--- src/rtl/core/bdbp_pkg.sv ---
package bdbp_pkg;

  localparam int unsigned MAX_AGGREGATE   = 4096;
  localparam int unsigned MAX_DESCRIPTORS = 65536;
  localparam int unsigned AGGREGATE_RESET = 512;

  localparam logic KIND_HEADER     = 1'b0;
  localparam logic KIND_DESCRIPTOR = 1'b1;

  typedef struct packed {
    logic        kind;
    logic [16:0] descriptor_count;
    logic [63:0] total_bytes;
    logic [63:0] descriptor_size;
  } bdbp_in_t;

  typedef struct packed {
    logic [15:0] task_number;
    logic [15:0] first_descriptor;
    logic [12:0] batch_count;
    logic [63:0] batch_bytes;
    logic        last_task;
  } bdbp_out_t;

  typedef enum logic [2:0] {
    ST_IDLE,
    ST_CHECK,
    ST_CLOSE,
    ST_TDIV,
    ST_MUL,
    ST_BOUND,
    ST_BDIV
  } bdbp_state_t;

  typedef struct packed {
    logic hdr_load;
    logic desc_add;
    logic close_task;
    logic div_start;
    logic div_sel_bytes;
    logic tasks_load;
    logic mul_load;
    logic bound_load;
    logic target_load;
  } bdbp_cmd_t;

  typedef struct packed {
    logic batch_active;
    logic item_is_desc;
    logic hdr_nonzero;
    logic close_hit;
    logic last_hit;
    logic out_valid;
  } bdbp_sts_t;

endpackage

--- src/rtl/core/bdbp_div.sv ---
module bdbp_div import bdbp_pkg::*; (
  input  logic        clk,
  input  logic        rst_n,
  input  logic        start,
  input  logic [63:0] dividend,
  input  logic [16:0] divisor,
  output logic        done,
  output logic [63:0] quotient,
  output logic        rem_nz
);

  logic        busy_r;
  logic        done_r;
  logic [5:0]  cnt_r;
  logic [63:0] quo_r;
  logic [16:0] rem_r;
  logic [16:0] dvs_r;
  logic [17:0] trial;
  logic        fits;
  logic [16:0] rem_nxt;

  // One restoring step per cycle: shift in the next dividend bit.
  always_comb begin
    trial   = {rem_r, quo_r[63]};
    fits    = trial >= {1'b0, dvs_r};
    rem_nxt = fits ? 17'(trial - {1'b0, dvs_r}) : trial[16:0];
  end

  always_ff @(posedge clk) begin
    if (!rst_n) begin
      busy_r <= 1'b0;
      done_r <= 1'b0;
      cnt_r  <= '0;
    end else begin
      done_r <= 1'b0;
      if (start) begin
        busy_r <= 1'b1;
        cnt_r  <= '0;
      end else if (busy_r) begin
        cnt_r <= cnt_r + 6'd1;
        if (cnt_r == 6'd63) begin
          busy_r <= 1'b0;
          done_r <= 1'b1;
        end
      end
    end
  end

  always_ff @(posedge clk) begin
    if (start) begin
      quo_r <= dividend;
      rem_r <= '0;
      dvs_r <= divisor;
    end else if (busy_r) begin
      quo_r <= {quo_r[62:0], fits};
      rem_r <= rem_nxt;
    end
  end

  assign done     = done_r;
  assign quotient = quo_r;
  assign rem_nz   = rem_r != '0;

endmodule

--- src/rtl/core/bdbp_ctrl.sv ---
module bdbp_ctrl import bdbp_pkg::*; (
  input  logic       clk,
  input  logic       rst_n,
  input  logic       in_valid,
  output logic       in_ready,
  input  logic       out_ready,
  input  bdbp_sts_t  sts,
  input  logic       div_done,
  output bdbp_cmd_t  cmd
);

  bdbp_state_t state_r;
  bdbp_state_t state_nxt;
  logic        accept;
  logic        out_free;

  assign in_ready = (state_r == ST_IDLE);
  assign accept   = in_valid && in_ready;
  // The result register takes a new beat once the waiting one leaves.
  assign out_free = !sts.out_valid || out_ready;

  always_comb begin
    state_nxt = state_r;
    unique case (state_r)
      ST_IDLE: begin
        if (accept) begin
          if (!sts.item_is_desc && sts.hdr_nonzero) begin
            state_nxt = ST_TDIV;
          end else if (sts.item_is_desc && sts.batch_active) begin
            state_nxt = ST_CHECK;
          end
        end
      end
      ST_CHECK: state_nxt = sts.close_hit ? ST_CLOSE : ST_IDLE;
      ST_CLOSE: begin
        if (out_free) begin
          state_nxt = sts.last_hit ? ST_IDLE : ST_MUL;
        end
      end
      ST_TDIV:  if (div_done) state_nxt = ST_MUL;
      ST_MUL:   state_nxt = ST_BOUND;
      ST_BOUND: state_nxt = ST_BDIV;
      ST_BDIV:  if (div_done) state_nxt = ST_IDLE;
      default:  state_nxt = ST_IDLE;
    endcase
  end

  always_comb begin
    cmd = '0;
    unique case (state_r)
      ST_IDLE: begin
        if (accept && !sts.item_is_desc && sts.hdr_nonzero) begin
          cmd.hdr_load  = 1'b1;
          cmd.div_start = 1'b1;
        end
        if (accept && sts.item_is_desc && sts.batch_active) begin
          cmd.desc_add = 1'b1;
        end
      end
      // Hold the close while a result beat still waits.
      ST_CLOSE: cmd.close_task = out_free;
      ST_TDIV:  cmd.tasks_load = div_done;
      ST_MUL:   cmd.mul_load = 1'b1;
      ST_BOUND: begin
        cmd.bound_load    = 1'b1;
        cmd.div_start     = 1'b1;
        cmd.div_sel_bytes = 1'b1;
      end
      ST_BDIV: begin
        cmd.div_sel_bytes = 1'b1;
        cmd.target_load   = div_done;
      end
      default: cmd = '0;
    endcase
  end

  always_ff @(posedge clk) begin
    if (!rst_n) begin
      state_r <= ST_IDLE;
    end else begin
      state_r <= state_nxt;
    end
  end

endmodule

--- src/rtl/core/bdbp_dp.sv ---
module bdbp_dp import bdbp_pkg::*; (
  input  logic        clk,
  input  logic        rst_n,
  input  bdbp_cmd_t   cmd,
  output bdbp_sts_t   sts,
  input  bdbp_in_t    in_data,
  input  logic        cfg_valid,
  output logic        cfg_ready,
  input  logic [12:0] cfg_data,
  output logic        out_valid,
  input  logic        out_ready,
  output bdbp_out_t   out_data,
  output logic [63:0] div_dividend,
  output logic [16:0] div_divisor,
  input  logic [63:0] div_quotient,
  input  logic        div_rem_nz
);

  logic [12:0] agg_r;
  logic        batch_active_r;
  logic        out_valid_r;
  bdbp_out_t   out_r;
  logic [16:0] tasks_left_r;
  logic [16:0] desc_left_r;
  logic [63:0] bytes_left_r;
  logic [15:0] task_counter_r;
  logic [15:0] start_pos_r;
  logic [12:0] open_count_r;
  logic [63:0] open_bytes_r;
  logic [16:0] lower_r;
  logic [12:0] upper_r;
  logic [63:0] target_r;
  logic [29:0] cap_r;

  logic [12:0] agg_eff;
  logic [16:0] tl_eff;
  logic [16:0] n_eff;
  logic [64:0] bytes_sum;
  logic [16:0] desc_after;
  logic [16:0] tasks_dec;
  logic [16:0] room;

  always_comb begin
    if (agg_r == '0) begin
      agg_eff = 13'd1;
    end else if (agg_r > 13'(MAX_AGGREGATE)) begin
      agg_eff = 13'(MAX_AGGREGATE);
    end else begin
      agg_eff = agg_r;
    end
    tl_eff = (tasks_left_r == '0) ? 17'd1 : tasks_left_r;
    n_eff  = (in_data.descriptor_count > 17'(MAX_DESCRIPTORS)) ? 17'(MAX_DESCRIPTORS)
                                                             : in_data.descriptor_count;
    bytes_sum  = {1'b0, open_bytes_r} + {1'b0, in_data.descriptor_size};
    desc_after = (desc_left_r > {4'b0, open_count_r}) ? desc_left_r - {4'b0, open_count_r}
                                                     : 17'd0;
    tasks_dec  = (tasks_left_r != '0) ? tasks_left_r - 17'd1 : 17'd0;
    room       = (desc_left_r >= tl_eff) ? desc_left_r - tl_eff + 17'd1 : 17'd1;
  end

  assign div_dividend = cmd.div_sel_bytes ? bytes_left_r : {47'b0, n_eff - 17'd1};
  assign div_divisor  = cmd.div_sel_bytes ? tl_eff : {4'b0, agg_eff};

  always_comb begin
    sts.batch_active = batch_active_r;
    sts.item_is_desc = in_data.kind == KIND_DESCRIPTOR;
    sts.hdr_nonzero  = in_data.descriptor_count != '0;
    sts.close_hit    = (open_count_r >= upper_r) ||
                       (({4'b0, open_count_r} >= lower_r) && (open_bytes_r >= target_r));
    sts.last_hit     = desc_after == '0;
    sts.out_valid    = out_valid_r;
  end

  assign cfg_ready = 1'b1;
  assign out_valid = out_valid_r;
  assign out_data  = out_r;

  always_ff @(posedge clk) begin
    if (!rst_n) begin
      agg_r          <= 13'(AGGREGATE_RESET);
      batch_active_r <= 1'b0;
      out_valid_r    <= 1'b0;
      tasks_left_r   <= '0;
      desc_left_r    <= '0;
      bytes_left_r   <= '0;
      task_counter_r <= '0;
      start_pos_r    <= '0;
      open_count_r   <= '0;
      open_bytes_r   <= '0;
      lower_r        <= '0;
      upper_r        <= '0;
      target_r       <= '0;
      cap_r          <= '0;
    end else begin
      if (cfg_valid && cfg_ready) begin
        agg_r <= cfg_data;
      end
      if (cmd.close_task) begin
        out_valid_r <= 1'b1;
      end else if (out_valid_r && out_ready) begin
        out_valid_r <= 1'b0;
      end
      if (cmd.hdr_load) begin
        batch_active_r <= 1'b1;
        desc_left_r    <= n_eff;
        bytes_left_r   <= in_data.total_bytes;
        task_counter_r <= '0;
        start_pos_r    <= '0;
      end
      if (cmd.tasks_load) begin
        tasks_left_r <= div_quotient[16:0] + 17'd1;
      end
      if (cmd.mul_load) begin
        cap_r <= {13'b0, tl_eff - 17'd1} * {17'b0, agg_eff};
      end
      if (cmd.bound_load) begin
        lower_r <= ({13'b0, desc_left_r} > cap_r) ? desc_left_r - cap_r[16:0] : 17'd1;
        upper_r <= ({4'b0, agg_eff} < room) ? agg_eff : room[12:0];
      end
      if (cmd.target_load) begin
        target_r     <= div_quotient + {63'b0, div_rem_nz};
        open_count_r <= '0;
        open_bytes_r <= '0;
      end
      if (cmd.desc_add) begin
        open_count_r <= open_count_r + 13'd1;
        open_bytes_r <= bytes_sum[64] ? '1 : bytes_sum[63:0];
      end
      if (cmd.close_task) begin
        desc_left_r    <= desc_after;
        start_pos_r    <= start_pos_r + {3'b0, open_count_r};
        bytes_left_r   <= (bytes_left_r > open_bytes_r) ? bytes_left_r - open_bytes_r : '0;
        task_counter_r <= task_counter_r + 16'd1;
        // Hold at least one task while descriptors remain.
        tasks_left_r   <= (tasks_dec == '0) ? 17'd1 : tasks_dec;
        if (desc_after == '0) begin
          batch_active_r <= 1'b0;
          open_count_r   <= '0;
          open_bytes_r   <= '0;
        end
      end
    end
  end

  always_ff @(posedge clk) begin
    if (cmd.close_task) begin
      out_r.task_number      <= task_counter_r;
      out_r.first_descriptor <= start_pos_r;
      out_r.batch_count      <= open_count_r;
      out_r.batch_bytes      <= open_bytes_r;
      out_r.last_task        <= desc_after == '0;
    end
  end

endmodule

--- src/rtl/core/balanced_descriptor_batch_partitioner.sv ---
// Nonzero header beat: next beat taken after the 64-step task-count divide, the bound
// multiply and a 64-step byte-target divide. Descriptor beat that keeps the task open:
// added, then checked. One that closes it: the result is registered once the output is
// free, then, unless last, the bound multiply and byte-target divide on the shared
// one-bit-per-cycle divider run first. A stalled result delays the close.
// Reset (rst_n low, synchronous): no batch, output empty, aggregate limit 512.
module balanced_descriptor_batch_partitioner import bdbp_pkg::*; (
  input  logic        clk,
  input  logic        rst_n,
  input  logic        in_valid,
  output logic        in_ready,
  input  bdbp_in_t    in_data,
  output logic        out_valid,
  input  logic        out_ready,
  output bdbp_out_t   out_data,
  input  logic        cfg_valid,
  output logic        cfg_ready,
  input  logic [12:0] cfg_data
);

  bdbp_cmd_t   cmd;
  bdbp_sts_t   sts;
  logic        div_done;
  logic [63:0] div_dividend;
  logic [16:0] div_divisor;
  logic [63:0] div_quotient;
  logic        div_rem_nz;

  bdbp_ctrl u_ctrl (
    .clk       (clk),
    .rst_n     (rst_n),
    .in_valid  (in_valid),
    .in_ready  (in_ready),
    .out_ready (out_ready),
    .sts       (sts),
    .div_done  (div_done),
    .cmd       (cmd)
  );

  bdbp_dp u_dp (
    .clk          (clk),
    .rst_n        (rst_n),
    .cmd          (cmd),
    .sts          (sts),
    .in_data      (in_data),
    .cfg_valid    (cfg_valid),
    .cfg_ready    (cfg_ready),
    .cfg_data     (cfg_data),
    .out_valid    (out_valid),
    .out_ready    (out_ready),
    .out_data     (out_data),
    .div_dividend (div_dividend),
    .div_divisor  (div_divisor),
    .div_quotient (div_quotient),
    .div_rem_nz   (div_rem_nz)
  );

  bdbp_div u_div (
    .clk      (clk),
    .rst_n    (rst_n),
    .start    (cmd.div_start),
    .dividend (div_dividend),
    .divisor  (div_divisor),
    .done     (div_done),
    .quotient (div_quotient),
    .rem_nz   (div_rem_nz)
  );

endmodule

--- config.mk ---
export PLATFORM = sky130hd
export DESIGN_NAME = balanced_descriptor_batch_partitioner
export DESIGN_NICKNAME = d
export VERILOG_FILES = /design/src/rtl/core/bdbp_pkg.sv /design/src/rtl/core/bdbp_div.sv /design/src/rtl/core/bdbp_ctrl.sv /design/src/rtl/core/bdbp_dp.sv /design/src/rtl/core/balanced_descriptor_batch_partitioner.sv
export SDC_FILE = /design/constraint.sdc
export NUM_CORES = 2
export LEC_CHECK = 0
export CORE_MARGIN = 2
export CORE_UTILIZATION = 45
export CTS_CLUSTER_SIZE = 24
export DETAILED_ROUTE_END_ITERATION = 10
export DONT_BUFFER_PORTS = 1
export PLACE_DENSITY = 0.59
export SETUP_SLACK_MARGIN = 0.5
export SYNTH_ARGS = -nofsm -noshare
export SYNTH_HDL_FRONTEND = slang
export SYNTH_SLANG_ARGS = --single-unit
--- constraint.sdc ---
create_clock -name clk -period 10.5 [get_ports clk]
set_input_delay 1.05 -clock clk [delete_from_list [all_inputs] [get_ports clk]]
set_output_delay 1.05 -clock clk [all_outputs]
set_load 0.05 [all_outputs]
==> summary.txt <==
Die Span Y: 322 um
Hold Path Depth: 2
Commonest non-fill, non-tap cell in the layout: nand2_1
Min Tclk post-route: 9.32 ns
Postcts setup bufs: 0
Yosys reg bits: 565
# resized after CTS: 0
Post-Synthesis Cells: 5442
Final Cycle Share: 88.8%
Final clock skew: 0.0292 ns
Setup tns final: 0 ns
Worst Setup Start Kind: flop
Top cells by area, synth: dfxtp_1, edfxtp_1, ha_1
Antenna violation net count after detailed routing: 0
Cell area after layout: 49100 um2
CP Buf/Inv Count: 5
Pins Over Slew Limit: 0
Synth-to-Final Area Change: 7.80%
Yosys warns: 0
# fillers: 9773
Worst-margin pin slew: 1.28 ns
Net Count, Synth: 6193
Top-area cell type share of the netlist area: 16.4%
Cell Rows: 116
Remaining Overflow, GRT: 0
Number of global-route vias before repair: 37800
Data required time of the worst path: 11.07 ns
DR iter-0 viols: 2764
Worst path depth: 31
Final hold vios: 0
CTS tree: done
Kind of critical path: reg2reg
Max clock buf depth: 3
Share of cells above drive strength 1: 5.41%
Post-DP HPWL: 112000 um
CTS Buf Count: 71
Share of the yosys chip area belonging to registers: 29.0%
Clock slew seen by the registers of the worst setup and hold paths: 0.06 ns
CP endpoint kind: flop
I/O Pins: 277
Vias: 38900
Clock tree sinks: 565
Async set-or-reset flop fraction in the synthesized netlist: 0%
Largest net degree at the start of global routing: 121
Worst r2r path cells: 31
Ys flop type: dfxtp_1
Unrepaired setup endpoints after global routing: false
Worst Path Max Fanout: 14
EDFF count, synth: 191
Initial antenna violation count: 9
CP max-delay cell: or4b_2
Crit-path most repeated cell: fa_1
Post-placement cell area: 46500 um2
CP top delay family: adder cells
Run status: completed
Post-CTS Hold Buffers: 0
Core area: 100000 um2
Area leader, netlist: dfxtp_1
Commonest cells after routing, fill and taps aside: nand2_1, inv_1, nor2_1, a21oi_1, ha_1
Drt pass-1 iters: 5
CTS root buf: clkbuf_16
Max Clk Rate: 107 MHz
Worst hold-check path type: reg2reg
H-tree depth: 3
Initial Util: 45.4%
Clk Latency, worst-skew pair: 0.66 ns
Non-filler cells, final: 6705
Max-slew headroom: 14.1%
Crit path largest cell delay: 0.62 ns
Dpl cells: 6566
Critical Path AT: 9.89 ns
Residual DRC: 0
Die area: 104000 um2
Mapped cell area: 45600 um2
Max-cap violations: 0
Placer Congestion: 0.965
Port buffer count: 0
Syn avg cell area: 8.38 um2
DRT Wirelength: 146000 um
Synth unique cells: 103
Die width: 322 um
First-pass GRT wire length: 223000 um
Vias/cell: 5.80
Total GRT Usage: 27.8%
Nets: 6037
Wire length per cell: 21.8 um
Final setup fails: 0
state kept, by name, indices dropped and copies added, names as in the netlist, 30 cells and up:
name,count
u_dp.out_data,110
u_div.quotient,64
u_dp.bytes_left_r,64
u_dp.open_bytes_r,64
u_dp.target_r,64
u_dp.cap_r,30
per-stage QoR:
| step | hold slack, ns | utilization (%) | setup WS (ns) |
|---|---|---|---|
| after CTS | 0.447 | 48.9 | 0.976 |
| after global placement | 0.437 | 46.4 | 1.08 |
| after floorplan | 0.406 | - | 2.15 |
| final | 0.450 | 49.0 | 1.18 |
| after global routing | 0.459 | 49.0 | 0.592 |
| after detailed placement | 0.436 | 46.4 | 1.05 |
worst register-to-register path: cells and delay by family, from the launching register on:
family | cells | cell delay [ns]
xor gates and xnor gates | 1 | 0.61
DFF | 1 | 0.43
adders and majority gates | 7 | 3.15
and+or+nand+nor | 10 | 2.69
buffers and inverters | 5 | 0.36
AOI/OAI and AO/OA | 8 | 1.99
synthesized netlist by cell type, types with 89 or more instances:
library cell	n
edfxtp_1	191
inv_1	533
nand4_1	89
xnor2_1	159
a21oi_1	431
ha_1	408
nor2_1	439
nand3_1	195
o21ai_0	337
nand2_1	545
fa_1	179
clkbuf_1	213
dfxtp_1	374
xor2_1	130
a21o_1	136
final timing paths:
path / startpoint / to / slack [ns]
worst min register to register: u_dp.cap_r[14] / u_dp.cap_r[14] / 0.45
worst max register to register: u_dp.tasks_left_r[4] / u_dp.cap_r[27] / 1.18
worst min-delay path: u_dp.cap_r[14] / u_dp.cap_r[14] / 0.45
worst max-delay path: u_dp.tasks_left_r[4] / u_dp.cap_r[27] / 1.18
layer usage:
layer	wire length [um]	global-route usage [%]
met2	68400	46.2
met4	5100	9.61
met3	9310	4.99
met1	63200	36.2
met5	17	0
kinds of logic (layout without fill, tap and decap cells):
kind of cell,count (synthesis),after routing,synth area share (%)
mux,41,41,0.914
simple gates,1704,1704,17.7
flops,565,565,29.0
other cells,1,6,0.00823
fa+ha+maj,587,587,19.1
xor+xnor,289,289,5.55
buf+inv,818,719,7.01
compound gates,1437,1437,20.8
layout make-up:
cell class | count | area [um2] | area share, %
tap | 1357 | 1700 | 3.46
timing repair buffer | 44 | 343 | 0.698
multi-input combinational | 4059 | 29200 | 59.5
antenna | 5 | 12.5 | 0.0255
clock buffer | 98 | 2080 | 4.23
sequential | 565 | 13200 | 26.9
clock inverter | 32 | 480 | 0.978
inverter | 545 | 2060 | 4.19
Power is not shown: default switching activity piles up to over one toggle a cycle in this logic, so the estimate is an artifact.
